**src/hdl/afp_pkg.sv**
```systemverilog
`timescale 1ns / 1ps
// ----------------------------------------------------------------------------
// afp_pkg: shared types and constants of the actuator frame parser
// Holds the result status codes, the frame job record and the payload buffer
// write and release records.
// ----------------------------------------------------------------------------
package afp_pkg;

    localparam int MAX_PAYLOAD = 60;
    localparam int IDX_W       = 6;
    localparam int BYTE_W      = 8;
    localparam int MEM_AW      = IDX_W + 1;
    localparam int MEM_DEPTH   = 2 ** MEM_AW;

    localparam logic [7:0] START_BYTE_RESET = 8'h3E;

    localparam logic [1:0] STATUS_GOOD = 2'd0;
    localparam logic [1:0] STATUS_CSUM = 2'd1;
    localparam logic [1:0] STATUS_LEN  = 2'd2;

    // One finished frame, handed from the front to the back.
    typedef struct packed {
        logic [1:0]        status;
        logic [BYTE_W-1:0] command;
        logic [BYTE_W-1:0] device_id;
        logic [IDX_W-1:0]  length;
        logic              use_mem;
        logic              bank;
    } job_t;

    typedef struct packed {
        logic              en;
        logic [MEM_AW-1:0] addr;
        logic [BYTE_W-1:0] data;
    } mem_wr_t;

    typedef struct packed {
        logic valid;
        logic bank;
    } bank_rel_t;

endpackage

```
**src/hdl/afp_front.sv**
```systemverilog
`timescale 1ns / 1ps
// ----------------------------------------------------------------------------
// afp_front: frame hunter and checker
// Parses the byte stream, writes payload bytes into one bank of the payload
// buffer and pushes one job per finished frame into the queue.
// ----------------------------------------------------------------------------
module afp_front (
    input  logic               aclk,
    input  logic               aresetn,
    input  logic [7:0]         start_byte,
    input  logic               s_valid,
    output logic               s_ready,
    input  logic [7:0]         s_rx_byte,
    input  logic               q_full,
    output logic               push,
    output afp_pkg::job_t      push_job,
    output afp_pkg::mem_wr_t   mem_wr,
    input  afp_pkg::bank_rel_t bank_rel
);
    import afp_pkg::*;

    typedef enum logic [2:0] {
        PH_HEAD, PH_CMD, PH_ID, PH_LEN, PH_HSUM, PH_DATA, PH_DSUM
    } phase_t;

    phase_t            phase_reg, phase_next;
    logic [7:0]        cmd_reg, cmd_next;
    logic [7:0]        dev_reg, dev_next;
    logic [IDX_W-1:0]  len_reg, len_next;
    logic [7:0]        hrx_reg, hrx_next;
    logic [7:0]        dsum_reg, dsum_next;
    logic [IDX_W-1:0]  wpos_reg, wpos_next;
    logic              wbank_reg, wbank_next;
    logic [1:0]        busy_reg, busy_next;
    logic              s_fire;
    logic [7:0]        hdr_sum;

    assign s_ready = !q_full && !(phase_reg == PH_DATA && busy_reg[wbank_reg]);
    assign s_fire  = s_valid && s_ready;
    assign hdr_sum = start_byte + dev_reg + cmd_reg + {2'b00, len_reg};

    always_comb begin
        phase_next = phase_reg;
        cmd_next   = cmd_reg;
        dev_next   = dev_reg;
        len_next   = len_reg;
        hrx_next   = hrx_reg;
        dsum_next  = dsum_reg;
        wpos_next  = wpos_reg;
        wbank_next = wbank_reg;
        busy_next  = busy_reg;
        push       = 1'b0;
        push_job   = '0;
        mem_wr     = '0;
        push_job.command   = cmd_reg;
        push_job.device_id = dev_reg;
        push_job.length    = len_reg;
        push_job.bank      = wbank_reg;
        if (s_fire) begin
            unique case (phase_reg)
                PH_HEAD: begin
                    if (s_rx_byte == start_byte) phase_next = PH_CMD;
                end
                PH_CMD: begin
                    cmd_next   = s_rx_byte;
                    phase_next = PH_ID;
                end
                PH_ID: begin
                    dev_next   = s_rx_byte;
                    phase_next = PH_LEN;
                end
                PH_LEN: begin
                    if (s_rx_byte > 8'(MAX_PAYLOAD)) begin
                        push            = 1'b1;
                        push_job.status = STATUS_LEN;
                        push_job.length = s_rx_byte[IDX_W-1:0];
                        phase_next      = PH_HEAD;
                    end else begin
                        len_next   = s_rx_byte[IDX_W-1:0];
                        wpos_next  = '0;
                        dsum_next  = '0;
                        phase_next = PH_HSUM;
                    end
                end
                PH_HSUM: begin
                    hrx_next = s_rx_byte;
                    if (len_reg == '0) begin
                        push            = 1'b1;
                        push_job.status = (hdr_sum == s_rx_byte) ? STATUS_GOOD : STATUS_CSUM;
                        phase_next      = PH_HEAD;
                    end else begin
                        phase_next = PH_DATA;
                    end
                end
                PH_DATA: begin
                    mem_wr.en   = 1'b1;
                    mem_wr.addr = {wbank_reg, wpos_reg};
                    mem_wr.data = s_rx_byte;
                    dsum_next   = dsum_reg + s_rx_byte;
                    if (({1'b0, wpos_reg} + 1'b1) >= {1'b0, len_reg}) begin
                        phase_next = PH_DSUM;
                    end else begin
                        wpos_next = wpos_reg + 1'b1;
                    end
                end
                PH_DSUM: begin
                    push       = 1'b1;
                    phase_next = PH_HEAD;
                    if (hdr_sum != hrx_reg || dsum_reg != s_rx_byte) begin
                        push_job.status = STATUS_CSUM;
                    end else begin
                        push_job.status  = STATUS_GOOD;
                        push_job.use_mem = 1'b1;
                    end
                end
                default: begin
                    phase_next = PH_HEAD;
                end
            endcase
        end
        if (bank_rel.valid) busy_next[bank_rel.bank] = 1'b0;
        if (push && push_job.use_mem) begin
            busy_next[wbank_reg] = 1'b1;
            wbank_next           = ~wbank_reg;
        end
    end

    always_ff @(posedge aclk) begin
        if (!aresetn) begin
            phase_reg <= PH_HEAD;
            cmd_reg   <= '0;
            dev_reg   <= '0;
            len_reg   <= '0;
            hrx_reg   <= '0;
            dsum_reg  <= '0;
            wpos_reg  <= '0;
            wbank_reg <= 1'b0;
            busy_reg  <= '0;
        end else begin
            phase_reg <= phase_next;
            cmd_reg   <= cmd_next;
            dev_reg   <= dev_next;
            len_reg   <= len_next;
            hrx_reg   <= hrx_next;
            dsum_reg  <= dsum_next;
            wpos_reg  <= wpos_next;
            wbank_reg <= wbank_next;
            busy_reg  <= busy_next;
        end
    end

    // A bank that still feeds the back end is never overwritten.
    a_no_write_busy: assert property (@(posedge aclk) disable iff (!aresetn)
        mem_wr.en |-> !busy_reg[mem_wr.addr[MEM_AW-1]])
        else $error("payload write into a busy bank");

    // Nothing is pushed into a full queue.
    a_no_push_full: assert property (@(posedge aclk) disable iff (!aresetn)
        q_full |-> !push)
        else $error("job pushed while queue full");

    // The bank being filled is never claimed by a pending job once data flows.
    a_fill_bank_free: assert property (@(posedge aclk) disable iff (!aresetn)
        (s_fire && phase_reg == PH_DATA) |-> !busy_reg[wbank_reg])
        else $error("data byte taken into a busy bank");

endmodule

```
**src/hdl/afp_queue.sv**
```systemverilog
`timescale 1ns / 1ps
// ----------------------------------------------------------------------------
// afp_queue: two-entry job queue
// Decouples the frame parser from the result sequencer.
// ----------------------------------------------------------------------------
module afp_queue (
    input  logic          aclk,
    input  logic          aresetn,
    input  logic          push,
    input  afp_pkg::job_t push_job,
    output logic          full,
    input  logic          pop,
    output logic          q_valid,
    output afp_pkg::job_t q_job
);
    import afp_pkg::*;

    job_t       slot_reg [2];
    logic       wptr_reg, rptr_reg;
    logic [1:0] count_reg, count_next;

    assign full    = (count_reg == 2'd2);
    assign q_valid = (count_reg != 2'd0);
    assign q_job   = slot_reg[rptr_reg];

    always_comb begin
        count_next = count_reg;
        if (push && !pop) count_next = count_reg + 2'd1;
        if (pop && !push) count_next = count_reg - 2'd1;
    end

    always_ff @(posedge aclk) begin
        if (push) slot_reg[wptr_reg] <= push_job;
    end

    always_ff @(posedge aclk) begin
        if (!aresetn) begin
            wptr_reg  <= 1'b0;
            rptr_reg  <= 1'b0;
            count_reg <= '0;
        end else begin
            if (push) wptr_reg <= ~wptr_reg;
            if (pop)  rptr_reg <= ~rptr_reg;
            count_reg <= count_next;
        end
    end

    a_count_range: assert property (@(posedge aclk) disable iff (!aresetn)
        count_reg != 2'd3)
        else $error("queue count out of range");

    a_no_pop_empty: assert property (@(posedge aclk) disable iff (!aresetn)
        pop |-> q_valid)
        else $error("pop from empty queue");

    a_ptr_match: assert property (@(posedge aclk) disable iff (!aresetn)
        (count_reg == 2'd0 || count_reg == 2'd2) |-> (wptr_reg == rptr_reg))
        else $error("queue pointers disagree with count");

endmodule

```
**src/hdl/afp_back.sv**
```systemverilog
`timescale 1ns / 1ps
// ----------------------------------------------------------------------------
// afp_back: payload buffer and result sequencer
// Holds the two-bank payload buffer and turns each queued job into its
// result words: one per payload byte, or a single word for an error or an
// empty frame.
// ----------------------------------------------------------------------------
module afp_back (
    input  logic                 aclk,
    input  logic                 aresetn,
    input  afp_pkg::mem_wr_t     mem_wr,
    input  logic                 q_valid,
    input  afp_pkg::job_t        q_job,
    output logic                 pop,
    output afp_pkg::bank_rel_t   bank_rel,
    output logic                 m_valid,
    input  logic                 m_ready,
    output logic [1:0]           m_status,
    output logic [7:0]           m_command,
    output logic [7:0]           m_device_id,
    output logic [5:0]           m_length,
    output logic [7:0]           m_payload_byte,
    output logic [5:0]           m_payload_index,
    output logic                 m_last
);
    import afp_pkg::*;

    typedef struct packed {
        logic             valid;
        job_t             job;
        logic [IDX_W-1:0] idx;
        logic             last;
    } slot_t;

    logic [BYTE_W-1:0] mem [MEM_DEPTH];
    logic [BYTE_W-1:0] rd_data_reg;
    logic [MEM_AW-1:0] rd_addr;
    logic [IDX_W-1:0]  idx_reg;
    slot_t             p1_reg;
    logic              m_valid_reg;
    logic [1:0]        status_reg;
    logic [7:0]        command_reg, device_reg, pbyte_reg;
    logic [5:0]        length_reg, pindex_reg;
    logic              last_reg;
    logic              advance, p1_free, issue, issue_last;

    assign advance    = !m_valid_reg || m_ready;
    assign p1_free    = !p1_reg.valid || advance;
    assign issue      = q_valid && p1_free;
    assign issue_last = !q_job.use_mem || (idx_reg == (q_job.length - 1'b1));
    assign pop        = issue && issue_last;
    assign rd_addr    = p1_free ? {q_job.bank, idx_reg} : {p1_reg.job.bank, p1_reg.idx};

    assign bank_rel.valid = advance && p1_reg.valid && p1_reg.job.use_mem && p1_reg.last;
    assign bank_rel.bank  = p1_reg.job.bank;

    always_ff @(posedge aclk) begin
        if (mem_wr.en) mem[mem_wr.addr] <= mem_wr.data;
        rd_data_reg <= mem[rd_addr];
    end

    always_ff @(posedge aclk) begin
        if (advance) begin
            status_reg  <= p1_reg.job.status;
            command_reg <= p1_reg.job.command;
            device_reg  <= p1_reg.job.device_id;
            length_reg  <= p1_reg.job.length;
            pbyte_reg   <= p1_reg.job.use_mem ? rd_data_reg : '0;
            pindex_reg  <= p1_reg.idx;
            last_reg    <= p1_reg.last;
        end
    end

    always_ff @(posedge aclk) begin
        if (!aresetn) begin
            p1_reg.valid <= 1'b0;
            m_valid_reg  <= 1'b0;
            idx_reg      <= '0;
        end else begin
            if (p1_free) begin
                p1_reg.valid <= issue;
                p1_reg.job   <= q_job;
                p1_reg.idx   <= q_job.use_mem ? idx_reg : '0;
                p1_reg.last  <= issue_last;
            end
            if (advance) m_valid_reg <= p1_reg.valid;
            if (issue) idx_reg <= issue_last ? '0 : idx_reg + 1'b1;
        end
    end

    assign m_valid         = m_valid_reg;
    assign m_status        = status_reg;
    assign m_command       = command_reg;
    assign m_device_id     = device_reg;
    assign m_length        = length_reg;
    assign m_payload_byte  = pbyte_reg;
    assign m_payload_index = pindex_reg;
    assign m_last          = last_reg;

    // Only good frames with a payload produce words that are not last.
    a_notlast_good: assert property (@(posedge aclk) disable iff (!aresetn)
        (m_valid_reg && !last_reg) |-> (status_reg == STATUS_GOOD))
        else $error("non-final word outside a good frame");

    // A payload position always lies inside the frame.
    a_index_range: assert property (@(posedge aclk) disable iff (!aresetn)
        (m_valid_reg && status_reg == STATUS_GOOD && length_reg != '0)
        |-> (pindex_reg < length_reg))
        else $error("payload index beyond length");

    // The final payload word sits at the last position of the frame.
    a_last_index: assert property (@(posedge aclk) disable iff (!aresetn)
        (m_valid_reg && last_reg && status_reg == STATUS_GOOD && length_reg != '0)
        |-> (pindex_reg == length_reg - 1'b1))
        else $error("last word not at end of payload");

endmodule

```
**src/hdl/actuator_frame_parser.sv**
```systemverilog
`timescale 1ns / 1ps
// ----------------------------------------------------------------------------
// actuator_frame_parser: start/header/payload frame parser with checksums
// Hunts for the start byte, checks header and data sums and emits one result
// word per payload byte, or one word for an empty or rejected frame.
// ----------------------------------------------------------------------------
//
//   Channel   Direction  Handshake             Word
//   s_        in         s_valid / s_ready     rx_byte, one received byte
//   m_        out        m_valid / m_ready     status, command, device_id,
//                                              length, payload_byte,
//                                              payload_index, last
//   APB       in         psel/penable/pready   start_byte at address 0
//
// One input byte is taken per cycle. Results leave at one word per cycle
// once a frame has finished, while m_ready is high; the back end reads the
// two-bank payload buffer through its single registered read port, one
// byte per cycle. A new frame stalls at its first payload byte only while
// the bank it must fill still feeds results of a frame two back, and any
// byte stalls while the two-entry job queue is full.
// Reset (aresetn low at a clock edge) returns the parser to the start byte
// hunt, empties the queue and sets start_byte to 0x3E; no clearing pass.
// ----------------------------------------------------------------------------
module actuator_frame_parser (
    input  logic        aclk,
    input  logic        aresetn,
    input  logic        psel,
    input  logic        penable,
    input  logic        pwrite,
    input  logic [2:0]  paddr,
    input  logic [31:0] pwdata,
    output logic [31:0] prdata,
    output logic        pready,
    input  logic        s_valid,
    output logic        s_ready,
    input  logic [7:0]  s_rx_byte,
    output logic        m_valid,
    input  logic        m_ready,
    output logic [1:0]  m_status,
    output logic [7:0]  m_command,
    output logic [7:0]  m_device_id,
    output logic [5:0]  m_length,
    output logic [7:0]  m_payload_byte,
    output logic [5:0]  m_payload_index,
    output logic        m_last
);
    import afp_pkg::*;

    localparam logic REG_START = 1'b0;

    logic       start_reg;
    logic [7:0] start_byte_reg;
    logic       q_full, push, pop, q_valid;
    job_t       push_job, q_job;
    mem_wr_t    mem_wr;
    bank_rel_t  bank_rel;

    // The register lives at word 0; the upper word of the map reads as zero.
    assign start_reg = (paddr[2] == REG_START);
    assign pready    = 1'b1;
    assign prdata    = start_reg ? {24'd0, start_byte_reg} : 32'd0;

    always_ff @(posedge aclk) begin
        if (!aresetn) begin
            start_byte_reg <= START_BYTE_RESET;
        end else if (psel && penable && pwrite && pready && start_reg) begin
            start_byte_reg <= pwdata[7:0];
        end
    end

    afp_front u_front (
        .aclk       (aclk),
        .aresetn    (aresetn),
        .start_byte (start_byte_reg),
        .s_valid    (s_valid),
        .s_ready    (s_ready),
        .s_rx_byte  (s_rx_byte),
        .q_full     (q_full),
        .push       (push),
        .push_job   (push_job),
        .mem_wr     (mem_wr),
        .bank_rel   (bank_rel)
    );

    afp_queue u_queue (
        .aclk     (aclk),
        .aresetn  (aresetn),
        .push     (push),
        .push_job (push_job),
        .full     (q_full),
        .pop      (pop),
        .q_valid  (q_valid),
        .q_job    (q_job)
    );

    afp_back u_back (
        .aclk            (aclk),
        .aresetn         (aresetn),
        .mem_wr          (mem_wr),
        .q_valid         (q_valid),
        .q_job           (q_job),
        .pop             (pop),
        .bank_rel        (bank_rel),
        .m_valid         (m_valid),
        .m_ready         (m_ready),
        .m_status        (m_status),
        .m_command       (m_command),
        .m_device_id     (m_device_id),
        .m_length        (m_length),
        .m_payload_byte  (m_payload_byte),
        .m_payload_index (m_payload_index),
        .m_last          (m_last)
    );

endmodule

```
**config.mk**
```make
export PLATFORM = sky130hd
export DESIGN_NAME = actuator_frame_parser
export DESIGN_NICKNAME = d
export VERILOG_FILES = /design/src/hdl/afp_pkg.sv /design/src/hdl/afp_front.sv /design/src/hdl/afp_queue.sv /design/src/hdl/afp_back.sv /design/src/hdl/actuator_frame_parser.sv
export SDC_FILE = /design/constraint.sdc
export NUM_CORES = 2
export LEC_CHECK = 0
export BUFFER_PORTS_ARGS = -buffer_cell sky130_fd_sc_hd__buf_2
export CORE_AREA = 2 2 416 418
export CTS_CLUSTER_SIZE = 10
export DETAILED_ROUTE_END_ITERATION = 6
export DIE_AREA = 0 0 418 420
export HOLD_SLACK_MARGIN = 0.06
export PLACE_DENSITY = 0.4
export SYNTH_ARGS = -nofsm -noshare
export SYNTH_HDL_FRONTEND = slang
export SYNTH_SLANG_ARGS = --single-unit
```
**constraint.sdc**
```tcl
create_clock -name aclk -period 5.68 [get_ports aclk]
set_clock_uncertainty 0.2 [all_clocks]
set_input_delay 1.704 -clock aclk [delete_from_list [all_inputs] [get_ports aclk]]
set_output_delay 1.704 -clock aclk [all_outputs]
set_load 0.01 [all_outputs]
```
### Yosys cells after proc, flatten, opt, wreduce, memory -nomap -nowiden

Memory sizes are Yosys's and may differ from the RTL's. A register that Yosys moved wholly into a read port is not among the register bits.
Index checks and enable logic that the tools add are counted.
Widths: inputs -> output; s select.

* output and inout bits: 74
* input port bits: 50
* latch bits: 0
* RAM bits: 1076
* logic and storage cells: 159
* memories kept: 2
* ROM bits: 0
* register bits: 142

Memories
* u_back.mem: words 128, width 8, rd ports 1, clocked after memory_dff 1, wr ports 1, RTL line afp_back.sv:35 `logic [BYTE_W-1:0] mem [MEM_DEPTH];`
* u_queue.slot_reg: words 2, width 26, rd ports 1, clocked after memory_dff 1, wr ports 1, RTL line afp_queue.sv:18 `job_t slot_reg [2];`

* reduce and logical (&&, ||, !) cells: 40
* bitwise logic cells: 8
* shifts and indexed selects: 0
* multipliers: 0
* equal/unequal tests: 16
* add/subtract/negate cells: 10
* mux-type cells: 46
* $lt $le $gt $ge: 6
* divide/modulo/power cells: 0

Operator list (count)
* $mux 16: 2
* $mux 6: 5
* $add 8x8->8: 3
* $pmux 3 s6: 1
* $mux 1: 17
* $eq 8x8->1: 2
* $logic_and 1x1->1: 16
* $mux 8: 2
* $ne 8x8->1: 2
* $pmux 8 s2: 1
* $mux 2: 7
* $mux 7: 2
* $add 6x1->6 const B: 2
* $mux 3: 4
* $pmux 6 s2: 1
* $eq 3x3->1 const B: 3
* $reduce_and 3->1: 3
* $add 8x6->8: 1
* $gt 8x6->1 const B: 1
* $reduce_and 2->1: 4
* $add 6x1->7 const B: 1
* $ge 7x6->1: 1
* $logic_not 1->1: 7
* $eq 3x2->1 const B: 2
* 22 further kinds: 36

### Longest topological paths before layout

* depth after elaboration: 10
* mapped depth: 15

### Hierarchy

Synthesis repeated with hierarchy kept, for this count alone.

* cell total of the unflattened synthesis: 3391
* area, all modules: 50567.2 sq um

Modules (own cells, without submodules)
* afp_back: cells an instance 2769, times used 1, area each 44112.3 sq um
* afp_front: cells an instance 449, times used 1, area each 3748.6 sq um
* afp_queue: cells an instance 103, times used 1, area each 2090.8 sq um
* actuator_frame_parser: cells an instance 70, times used 1, area each 615.6 sq um

### Worst setup path before layout

No wires, ideal clock.

* path type: in2reg
* start point: in s_valid
* end point: mem u_back.mem[0][0], data pin
* stages on the path: 5
* slack: 0.591 ns
* setup time: 0.535 ns
* data required time: 4.945 ns
* data arrival time: 4.354 ns
* cells stage by stage: nand2_1 > nor3_1 > clkbuf_1 > clkbuf_1 > and2_1

RTL lines
* start: declaration: RTL line actuator_frame_parser.sv:34 `input logic s_valid,`
* end: declaration: RTL line afp_back.sv:35

### Worst setup path in the final report

* start point: in m_ready
* end point: reg u_back.rd_data_reg[6], read port of u_back.mem

* longest elaborated chain between the ends: 3

RTL lines
* start: declaration: RTL line actuator_frame_parser.sv:38 `input logic m_ready,`
* $logic_or 1x1->1: RTL line afp_back.sv:47 `assign advance = !m_valid_reg || m_ready;`
* $logic_or 1x1->1: RTL line afp_back.sv:48 `assign p1_free = !p1_reg.valid || advance;`
* $mux 7: RTL line afp_back.sv:52 `assign rd_addr = p1_free ? {q_job.bank, idx_reg} : {p1_reg.job.bank, p1_reg.idx};`
* end: declaration: RTL line afp_back.sv:36 `logic [BYTE_W-1:0] rd_data_reg;`

No other way between the ends.
A chain may end at the register's enable or synchronous reset.

==> results.md <==
- Run status: finished clean
- Post-DP HPWL: 90.57 mm
- Hold path depth: 0
- RD Place Congestion: 0.7529
- Setup CP Type: in -> reg
- # Max-Cap Violations: 0
- # rows: approximately 150
- Placeable Area: 171000 sq um
- Max Fclk: around 210 MHz
- Synth area leaders: edfxtp_1 (70%), mux4_2 (5.8%), nand2_1 (3.5%)
- Worst Hold Path EP: u_back.m_length[5]
- Yosys top cell by area: edfxtp_1
- Top-count cell post-synth: edfxtp_1
- Via count: 27.24k
- Synth async-reset ratio: 0%
- TritonRoute pass-1 iters: 5
- Die Area: 175600 sq um
- Final hold slack: ~0.20 ns
- Slew headroom: ~37%
- Reg-to-Reg End: u_front.wbank_reg
- Initial antenna violation count: 3
- Synth top area share: 69.71%
- Final worst setup slack: 0.9934 ns
- VDD IR max: 0.3133 mV
- PortBufs: 72
- Origin of the critical flop-to-flop path: start_byte_reg[1]
- Most used cell, CP: buf_4
- Clock sinks: between 1k and 1.5k
- Sequential area share after synthesis: 72.91%
- Sequential share of power: 51.4%
- Max reg flops: 1024
- Pint: around 15 mW
- Hold Crit Class: reg -> reg
- Syn Area/Cell: 15.75 sq um
- Unique masters post-synth: 68
- Worst skew pair latency: 0.77 ns
- Root buf cell: clkbuf_16
- Remaining antenna violation count: 0
- Critical Path Source Type: input port
- Critical Path Fanout Max: 40
- Clock transition at path regs: 0.06 ns
- Setup slack, reg-to-reg: roughly 1.1 ns
- RSZ-0062 raised after global routing: no
- DR iter-0 viols: around 2k
- CTS tree: built
- GRT overflow: 0
- Clock buffers created by TritonCTS: 147
- Final setup TNS: 0 ns
- Buf/Inv on CP: 4
- Die Wd: 418 um
- Post-CTS sizing: 0
- Share of post-route cells with drive strength above 1: 18.89%
- Io pins: 124
- Gr usage total: approximately 16%
- Combinational power share: 3.8%
- Post-synthesis cell count: about 3.1k
- CTS Hold Bufs: 0
- Synth top cells by count: edfxtp_1 (1148), nand2_1 (455), nand3_1 (205)
- DRT Wirelength: 143.7 mm
- Total setup buffers inserted after CTS: 0
- Least-Margin Pin Slew: between 0.9 and 1 ns
- Starting Density: around 29%
- Routed vias/inst: approximately 4.8
- Req. time, crit path: 6.20 ns
- Final min period: 4.687 ns
- Largest net degree at the start of global routing: 129
- Die H: between 400 and 500 um
- Wire per inst: 25.10 um
- Worst path max stage delay: 0.74 ns
- CP top delay family: compound AO/OA/AOI/OAI gates
- Crit-path slowest cell: a211oi_1
- Register area: between 30000 and 40000 sq um
- Fill count: 16.42k
- Dpl ws: 0.1886 ns
- Crit end category: register
- Sw frac: 21.80%
- R2r worst-path depth: 15
- Hold Path Origin: u_back.p1_reg[14]
- Final setup fails: 0
- Arrival @ worst endpoint: 5.21 ns
- Vias in the first global route: 27.42k
- Primary FF master, synth: edfxtp_1
- Max-slew violations: 0
- Fin. Hold Viols: 0
- EDFF count, synth: 1148
- Drc violations: 0
- Leakage power: 21.36 nW
- Footprint of the multi-input gates: 12390 sq um
- Global-route wire length before repair: 206.9 mm
- Post-Syn Area: 49450 sq um
- Yosys reg bits: 1227
- Tcrit/Tclk final: 82.51%
- Clock power frac: 44.8%
- Clock buffer depth: 3
- Final net count: 3501
- CP Cell Sequence: buf_2 > and3b_1 > buf_4 > mux2i_4 > buf_12 > nand2_1 > a21oi_1 > a2111oi_0 > buf_4 > a22o_1 > a211oi_1 > and4_1
- Pwr/cell area: 329.9 nW/um^2
- Layout overhead on the synthesized area: 17.28%
- Net Switching: 4.171 mW
- Htree depth: 4
- Ys Warns: 0
## how the worst max path moves through the flow
stage / startpoint / endpoint / slack (ns) / depth (start not counted)
after floorplan: s_valid / u_back.mem[0][0] / 0.59 / 5
after global placement: m_ready / u_back.rd_data_reg[6] / 0.21 / 12
after detailed placement: m_ready / u_back.rd_data_reg[6] / 0.19 / 12
after CTS: m_ready / u_back.rd_data_reg[6] / 1.05 / 12
after global routing: start_byte_reg[1] / u_front.busy_reg[1] / 0.84 / 15
final: m_ready / u_back.rd_data_reg[6] / 0.99 / 12
## per-stage QoR
| stage | cell area, sq um | util, % | power [mW] | std cells |
|---|---|---|---|---|
| floorplan | 49540 | - | 10.55 | 3163 |
| global placement | 53730 | 31.42 | 10.77 | 5496 |
| detailed placement | 53730 | 31.42 | 10.77 | 5496 |
| CTS | 57990 | 33.92 | 19.41 | 5722 |
| global route | 57990 | 33.92 | 19.77 | 5722 |
| finish | 58000 | 33.92 | 19.13 | 5724 |
## power groups by stage
stage	combinational, mW	clock [mW]	sequential [mW]
2_1_floorplan	0.537	0	10.0
5_1_grt	0.790	9.14	9.84
3_5_place_dp	0.744	0	10.0
3_3_place_gp	0.746	0	10.0
6_report	0.725	8.57	9.84
4_1_cts	0.747	8.82	9.84
## final cells by class
class                      count  area share, %
sequential                  1227          62.17
inverter                      28         0.1812
tap                         2233          4.817
timing repair buffer         295          4.112
antenna                        2       0.008629
multi-input combinational   1713          21.36
clock buffer                 203          6.865
clock inverter                23         0.4919
## routing by layer
layer	vias up	global-route usage (%)	share of wire (%)
met3	153	2.339	3.6
met4	0	3.800	1.7
li1	12480	-	-
met1	14120	23.26	47
met5	-	0	0
met2	489	26.51	48
## logic make-up (layout without fill, tap and decap cells)
family	Yosys count	after routing	synth area share [%]
AO/OA/AOI/OAI	304	304	4.139
XOR/XNOR	60	60	1.146
adder cells (fa/ha/maj)	39	39	1.199
multiplexers	270	270	8.810
buffers and inverters	223	549	2.510
AND/OR/NAND/NOR	1015	1015	9.275
other	2	27	0.01519
flip-flops	1227	1227	72.91
## worst register-to-register path, delay by kind of cell (launching register included)
| kind | cells | cell delay [ns] |
|---|---|---|
| AOI/OAI and AO/OA | 2 | 0.49 |
| xor gates and xnor gates | 2 | 0.38 |
| adders and majority gates | 4 | 1.44 |
| buffers and inverters | 4 | 0.22 |
| DFF | 1 | 0.39 |
| and+or+nand+nor | 3 | 1.34 |
## layout by cell type, fill, tap and decap left out, types with 14 or more instances in the layout
master and count:
dfxtp_1 79, and2_1 17, buf_4 195, a21oi_1 82
conb_1 25, a2111oi_0 20, a31oi_1 23, mux4_2 127
xnor2_1 23, mux2i_1 109, o21ai_0 29, nor2_1 166
clkbuf_16 149, clkbuf_1 49, a22oi_1 41, nand2_1 455
edfxtp_1 1148, buf_2 72, xor2_1 34, nor3_1 19
o22ai_1 22, buf_12 28, nor2b_1 54, fa_1 14
inv_1 28, ha_1 25, mux2_2 27, nand3_1 205
(Power assumes the default switching activity.)
